===== config.mk =====
export PLATFORM = sky130hd
export DESIGN_NAME = sorted_priority_queue
export DESIGN_NICKNAME = d
export VERILOG_FILES = /design/src/design/spq_pkg.sv /design/src/design/sorted_priority_queue.sv /design/src/design/spq_cell.sv
export VERILOG_INCLUDE_DIRS = /design/src /design/src/design
export SDC_FILE = /design/constraint.sdc
export NUM_CORES = 2
export LEC_CHECK = 0
export BUFFER_PORTS_ARGS = -buffer_cell sky130_fd_sc_hd__buf_4
export CAP_MARGIN = 20
export CELL_PAD_IN_SITES_DETAIL_PLACEMENT = 0
export CELL_PAD_IN_SITES_GLOBAL_PLACEMENT = 1
export CORE_ASPECT_RATIO = 1.1
export CORE_MARGIN = 2
export CORE_UTILIZATION = 54
export CTS_BUF_LIST = sky130_fd_sc_hd__clkbuf_2 sky130_fd_sc_hd__clkbuf_4 sky130_fd_sc_hd__clkbuf_8
export CTS_CLUSTER_DIAMETER = 30
export CTS_CLUSTER_SIZE = 30
export DETAILED_ROUTE_END_ITERATION = 8
export GPL_ROUTABILITY_DRIVEN = 0
export MAX_ROUTING_LAYER = met4
export PLACE_DENSITY_LB_ADDON = 0.1
export SKIP_CTS_REPAIR_TIMING = 1
export SLEW_MARGIN = 0
export SYNTH_ARGS = -nofsm -noshare
export SYNTH_HDL_FRONTEND = slang
export SYNTH_SLANG_ARGS = --single-unit

===== constraint.sdc =====
create_clock -name clk -period 5.26 [get_ports clk]
set_input_delay 1.052 -clock clk [delete_from_list [all_inputs] [get_ports clk]]
set_output_delay 1.052 -clock clk [all_outputs]
set_load 0.05 [all_outputs]

===== src/design/sorted_priority_queue_macros.svh =====
// Assertion macros for the sorted priority queue.
// Included by sorted_priority_queue, the file that carries concurrent assertions; needs clk and rst_n in scope.
`ifndef SORTED_PRIORITY_QUEUE_MACROS_SVH
`define SORTED_PRIORITY_QUEUE_MACROS_SVH

// Combinational property that must hold on every clock edge out of reset.
`define SPQ_ASSERT_ALWAYS(label, expr, msg) \
    label: assert property (@(posedge clk) disable iff (!rst_n) (expr)) else $error(msg);

// Antecedent on one edge implies consequent on the next edge.
`define SPQ_ASSERT_NEXT(label, ante, cons, msg) \
    label: assert property (@(posedge clk) disable iff (!rst_n) (ante) |=> (cons)) else $error(msg);

// Antecedent implies consequent on the same edge.
`define SPQ_ASSERT_IMPL(label, ante, cons, msg) \
    label: assert property (@(posedge clk) disable iff (!rst_n) (ante) |-> (cons)) else $error(msg);

`endif


===== src/design/spq_pkg.sv =====
// Shared types and constants of the sorted priority queue.
// No dependencies; used by spq_cell, sorted_priority_queue, spq_checker and the testbench.
`default_nettype none

package spq_pkg;

    localparam int DEPTH   = 32;
    localparam int VAL_W   = 16;
    localparam int CNT_W   = $clog2(DEPTH + 1);
    localparam int FILL_W  = 6;

    localparam logic       OP_INSERT   = 1'b0;
    localparam logic       OP_REMOVE   = 1'b1;

    localparam logic [1:0] ST_INSERTED = 2'd0;
    localparam logic [1:0] ST_REMOVED  = 2'd1;
    localparam logic [1:0] ST_EMPTY    = 2'd2;
    localparam logic [1:0] ST_FULL     = 2'd3;

    typedef struct packed {
        logic                    en;
        logic                    op;
        logic signed [VAL_W-1:0] value;
    } cmd_t;

    typedef struct packed {
        logic                    valid;
        logic                    gt;
        logic signed [VAL_W-1:0] value;
    } link_t;

endpackage

`default_nettype wire


===== src/design/sorted_priority_queue.sv =====
// Sorted priority queue: a chain of DEPTH cells kept in descending order.
// busy is high for 1 cycle; a new request is taken only while busy is low.
// The request is registered, then every cell updates at once and the result is registered.
// done is a one-cycle strobe; the receiver cannot stall.
// Reset (async, active low) empties the queue; no clearing pass is needed.
`default_nettype none
`include "sorted_priority_queue_macros.svh"

module sorted_priority_queue (
    input  wire logic                              clk,
    input  wire logic                              rst_n,
    input  wire logic                              start,
    output logic                                   busy,
    input  wire logic                              req_type,
    input  wire logic signed [spq_pkg::VAL_W-1:0]  new_value,
    output logic                                   done,
    output logic [1:0]                             status,
    output logic signed [spq_pkg::VAL_W-1:0]       removed_value,
    output logic [spq_pkg::FILL_W-1:0]             fill_count
);

    logic                             pend_reg;
    logic                             op_reg;
    logic signed [spq_pkg::VAL_W-1:0] val_reg;
    logic [spq_pkg::CNT_W-1:0]        count_reg;
    logic [spq_pkg::CNT_W-1:0]        count_next;
    logic                             done_reg;
    logic [1:0]                       status_reg;
    logic [1:0]                       status_next;
    logic signed [spq_pkg::VAL_W-1:0] removed_reg;
    logic signed [spq_pkg::VAL_W-1:0] removed_next;

    logic                             full;
    logic                             empty;
    spq_pkg::cmd_t                    cmd;
    spq_pkg::link_t                   links [spq_pkg::DEPTH];
    spq_pkg::link_t                   head_link;
    spq_pkg::link_t                   tail_link;
    logic [spq_pkg::DEPTH-1:0]        valid_vec;

    assign full  = (count_reg == spq_pkg::CNT_W'(spq_pkg::DEPTH));
    assign empty = (count_reg == '0);

    assign cmd.en    = pend_reg && ((op_reg == spq_pkg::OP_INSERT) ? !full : !empty);
    assign cmd.op    = op_reg;
    assign cmd.value = val_reg;

    assign head_link.valid = 1'b0;
    assign head_link.gt    = 1'b1;
    assign head_link.value = '0;
    assign tail_link.valid = 1'b0;
    assign tail_link.gt    = 1'b0;
    assign tail_link.value = '0;

    for (genvar i = 0; i < spq_pkg::DEPTH; i++)
    begin : g_cell
        spq_cell u_cell (
            .clk      (clk),
            .rst_n    (rst_n),
            .cmd      (cmd),
            .left_in  ((i == 0) ? head_link : links[(i == 0) ? 0 : i - 1]),
            .right_in ((i == spq_pkg::DEPTH - 1) ? tail_link
                                                  : links[(i == spq_pkg::DEPTH - 1) ? i : i + 1]),
            .link_out (links[i])
        );
        assign valid_vec[i] = links[i].valid;
    end

    always_comb
    begin
        count_next   = count_reg;
        removed_next = '0;
        case (op_reg)
            spq_pkg::OP_INSERT:
            begin
                if (full)
                begin
                    status_next = spq_pkg::ST_FULL;
                end
                else
                begin
                    status_next = spq_pkg::ST_INSERTED;
                    count_next  = count_reg + 1'b1;
                end
            end
            spq_pkg::OP_REMOVE:
            begin
                if (empty)
                begin
                    status_next = spq_pkg::ST_EMPTY;
                end
                else
                begin
                    status_next  = spq_pkg::ST_REMOVED;
                    removed_next = links[0].value;
                    count_next   = count_reg - 1'b1;
                end
            end
            default:
            begin
                status_next = spq_pkg::ST_EMPTY;
            end
        endcase
    end

    always_ff @(posedge clk or negedge rst_n)
    begin
        if (!rst_n)
        begin
            pend_reg  <= 1'b0;
            done_reg  <= 1'b0;
            count_reg <= '0;
        end
        else
        begin
            pend_reg <= start && !pend_reg;
            done_reg <= pend_reg;
            if (pend_reg)
            begin
                count_reg <= count_next;
            end
        end
    end

    always_ff @(posedge clk)
    begin
        if (start && !pend_reg)
        begin
            op_reg  <= req_type;
            val_reg <= new_value;
        end
        if (pend_reg)
        begin
            status_reg  <= status_next;
            removed_reg <= removed_next;
        end
    end

    assign busy          = pend_reg;
    assign done          = done_reg;
    assign status        = status_reg;
    assign removed_value = removed_reg;
    assign fill_count    = spq_pkg::FILL_W'(count_reg);

    `SPQ_ASSERT_ALWAYS(a_count_bound, count_reg <= spq_pkg::CNT_W'(spq_pkg::DEPTH), "count above depth")
    `SPQ_ASSERT_ALWAYS(a_valid_matches_count, $countones(valid_vec) == int'(count_reg), "valid bits disagree with count")
    `SPQ_ASSERT_NEXT(a_result_follows, pend_reg, done_reg, "no result after request")
    `SPQ_ASSERT_IMPL(a_valid_prefix, links[0].valid == 1'b0, count_reg == '0, "head empty with nonzero count")

endmodule

`default_nettype wire


===== src/design/spq_cell.sv =====
// One storage cell of the sorted chain: holds a value and its valid bit.
// Depends on spq_pkg; trades values with its left and right neighbors.
`default_nettype none

module spq_cell (
    input  wire logic          clk,
    input  wire logic          rst_n,
    input  spq_pkg::cmd_t      cmd,
    input  spq_pkg::link_t     left_in,
    input  spq_pkg::link_t     right_in,
    output spq_pkg::link_t     link_out
);

    logic                             valid_reg;
    logic                             valid_next;
    logic signed [spq_pkg::VAL_W-1:0] value_reg;
    logic signed [spq_pkg::VAL_W-1:0] value_next;
    logic                             gt;

    assign gt = valid_reg && (value_reg > cmd.value);

    always_comb
    begin
        valid_next = valid_reg;
        value_next = value_reg;
        if (cmd.en)
        begin
            case (cmd.op)
                spq_pkg::OP_INSERT:
                begin
                    if (!gt)
                    begin
                        if (left_in.gt)
                        begin
                            valid_next = 1'b1;
                            value_next = cmd.value;
                        end
                        else
                        begin
                            valid_next = left_in.valid;
                            value_next = left_in.value;
                        end
                    end
                end
                spq_pkg::OP_REMOVE:
                begin
                    valid_next = right_in.valid;
                    value_next = right_in.value;
                end
                default:
                begin
                    valid_next = valid_reg;
                end
            endcase
        end
    end

    always_ff @(posedge clk or negedge rst_n)
    begin
        if (!rst_n)
        begin
            valid_reg <= 1'b0;
        end
        else
        begin
            valid_reg <= valid_next;
        end
    end

    always_ff @(posedge clk)
    begin
        value_reg <= value_next;
    end

    assign link_out.valid = valid_reg;
    assign link_out.gt    = gt;
    assign link_out.value = value_reg;

endmodule

`default_nettype wire


==> run summary <==
drt wl/cell -> 28.1 um
DR vias -> 34,100
Starting Density -> 54.7%
CTS tree -> yes
Storage cell area -> 0.0174 mm2
H-tree Lvls -> 4
Filler Cells Inserted -> 5,877
DR vias/cell -> 7.05
non-filler cells in the finished layout -> 4,832
sequential fraction of the synthesis area -> 43.4%
Psw -> 0.00744 W
flops & latches, synth -> 587
vias in the first global route -> 33,700
Synth area leader -> edfxtp_1
DP Area -> 0.0417 mm2
final worst path period need -> 4.23 ns
post-synthesis adder-cell area fraction -> 16.1%
crit-path max FO -> 18
clk_skew -> 0.0592 ns
Syn Nets -> 4,239
Hold Violations, Final -> 0
max_slew headroom -> 20.1%
Synth area leaders -> edfxtp_1, ha_1, a221o_1
Synth async-reset ratio -> 6.81%
CTS Buffer Depth -> 3
Final #Nets -> 4,283
commonest non-fill, non-tap cell in the layout -> edfxtp_1
mux contribution to synthesized area -> 1.53%
Core Region -> 0.0734 mm2
Die Wd -> 264 um
fin util -> 61.7%
switching share of power -> 36.2%
fraction of layout cells with a size suffix above 1 -> 12.5%
LEAKAGE -> 17.6 nW
drt initial violations -> 4,083
Clock Power Share -> 32.7%
# rows -> 104
Die Span Y -> 290 um
Detail Route Antenna Nets -> 0
antenna violations before repair -> 1
most frequent cells in the layout -> edfxtp_1, ha_1, a221o_1, nor3b_1, nand2_1
multi-input logic area -> 0.0214 mm2
Slew Limit Fails -> 0
Synth Area in Simple Gates -> 16.2%
Hold Crit Class -> in -> async
Residual DRC -> 0
Max VDD drop -> 300 uV
Synth Instances -> 3,702
Gate power share -> 30.4%
clock sinks -> 587
synth unique cells -> 60
total track usage -> 36.1%
first-pass GRT wire length -> 205,000 um
synthesized area -> 0.0401 mm2
DRT Pass-1 Iters -> 8
Detail Placement HPWL -> 94,700 um
largest family of logic cells by synthesized area -> compound AO/OA/AOI/OAI gates
worst slew pin tran -> 1.20 ns
setup violators final -> 0
YS warnings -> 0
max-cap viol count -> 0
clock tree root buffer cell -> clkbuf_8
Worst EP required -> 5.79 ns
Critical Path Start Type -> register
largest net degree at the start of global routing -> 153
Internal -> 0.0131 W
setup TNS -> 0 ns
buffers added on ports -> 45
Crit Path Category -> reg -> reg
Max Clk Rate -> 237 MHz
Num CTS Buffers -> 154
total congestion overflow -> 0
Design Area, Final -> 0.0453 mm2
ratio of final minimum period to clock period -> 80.3%
Area growth syn-to-layout -> 12.8%
Worst-path clk slew -> 0.06 ns
Flop pwr share -> 36.9%
crit path DAT -> 4.76 ns
complex-gate fraction of the synthesized area -> 19.0%
Main synth FF type -> edfxtp_1
area share of the largest cell type after synthesis -> 40.9%
max reg flops -> 512
Power Density -> 454 mW/mm2
status -> complete, no violations
die area -> 0.0765 mm2
Post-Synth XOR/XNOR Area -> 0.153%
CP endpoint kind -> register
RSZ-0062 raised after global routing -> false
Placed Cells -> 4,544
Routed Wire Length -> 136,000 um
worst-skew pair later-pin latency -> 0.84 ns
synthesized area per cell -> 10.8 um2
Post-synth EDFFs -> 547
# IOs -> 46
critical path, stage by stage (launching register included):
cell	delay [ns]
edfxtp_1	0.42
inv_2	0.40
buf_4	0.40
buf_4	0.26
ha_1	0.18
and3_1	0.20
nand4_1	0.24
a211oi_1	0.37
nor3_1	0.15
nor3b_4	0.60
buf_4	0.35
nor3b_1	0.08
a221o_1	0.29
area by class of cell:
type	count	share of cell area, %
diodes	1	0.00552
clock buffers	181	5.20
clock inverters	106	2.66
inverters	102	0.856
multi-input cells	2753	47.3
flip-flops and latches	587	38.5
well taps	954	2.64
repair buffers	148	2.86
cells in the mapped netlist (14+ instances only):
library cell	instances
and2_1	16
edfxtp_1	547
inv_1	102
nand2_1	291
nor2_1	109
mux2i_1	31
o21ai_0	131
buf_2	42
dfrtp_1	40
o21a_1	21
a21o_1	36
o211ai_1	79
nor4_1	16
o22ai_1	29
a21oi_1	235
ha_1	516
nand3_1	155
o41ai_1	14
nor3_1	69
mux2_2	14
clkbuf_1	201
nand2b_1	28
a32oi_1	16
nor3b_1	346
and3_1	16
nand4_1	96
a221o_1	375
cells by family after synthesis:
family          after synthesis
mux                          55
flops                       587
fa+ha+maj                   517
compound gates             1008
simple gates               1166
xor+xnor                      7
buf+inv                     362
power by group through the flow:
stage	clock network (W)	logic [W]	registers (W)
4_1_cts	0.00678	0.00617	0.00754
6_report	0.00672	0.00625	0.00759
3_5_place_dp	0	0.00614	0.00762
3_3_place_gp	0	0.00587	0.00761
5_1_grt	0.00702	0.00688	0.00765
2_1_floorplan	0	0.00451	0.00718
per-layer routing:
metal  track usage [%]  wire length [um]  vias up  part of all wire, %
li1                  -                 -    15000                    -
met1              45.6             54300    16700                   40
met2              54.9             61900     1880                   46
met3              6.98             12200      481                  9.0
met4              19.4              7580        0                  5.6
met5                 -                 0        -                    0
path summary, 6_finish.rpt:
check,start,end,slack (ns),cells after the start
worst min register to register,g_cell[31].u_cell.valid_reg,g_cell[31].u_cell.valid_reg,0.52,1
min in group clk,new_value[8],val_reg[8],0.42,1
worst max register to register,val_reg[13],g_cell[25].u_cell.value_reg[4],1.03,12
max in group asynchronous,rst_n,g_cell[18].u_cell.valid_reg,4.34,1
worst min-delay path,rst_n,done,0.30,1
worst max-delay path,val_reg[13],g_cell[25].u_cell.value_reg[4],1.03,12
per-stage QoR:
step / total power, W / worst slack (ns) / hold WS (ns)
after CTS: 0.0205 / 1.06 / 0.279
after detailed placement: 0.0138 / 1.21 / 0.510
after global routing: 0.0216 / 0.826 / 0.314
after global placement: 0.0135 / 1.25 / 0.501
final: 0.0206 / 1.03 / 0.300
after floorplan: 0.0117 / 1.46 / 0.476
Power figures use the tool's default switching activity.
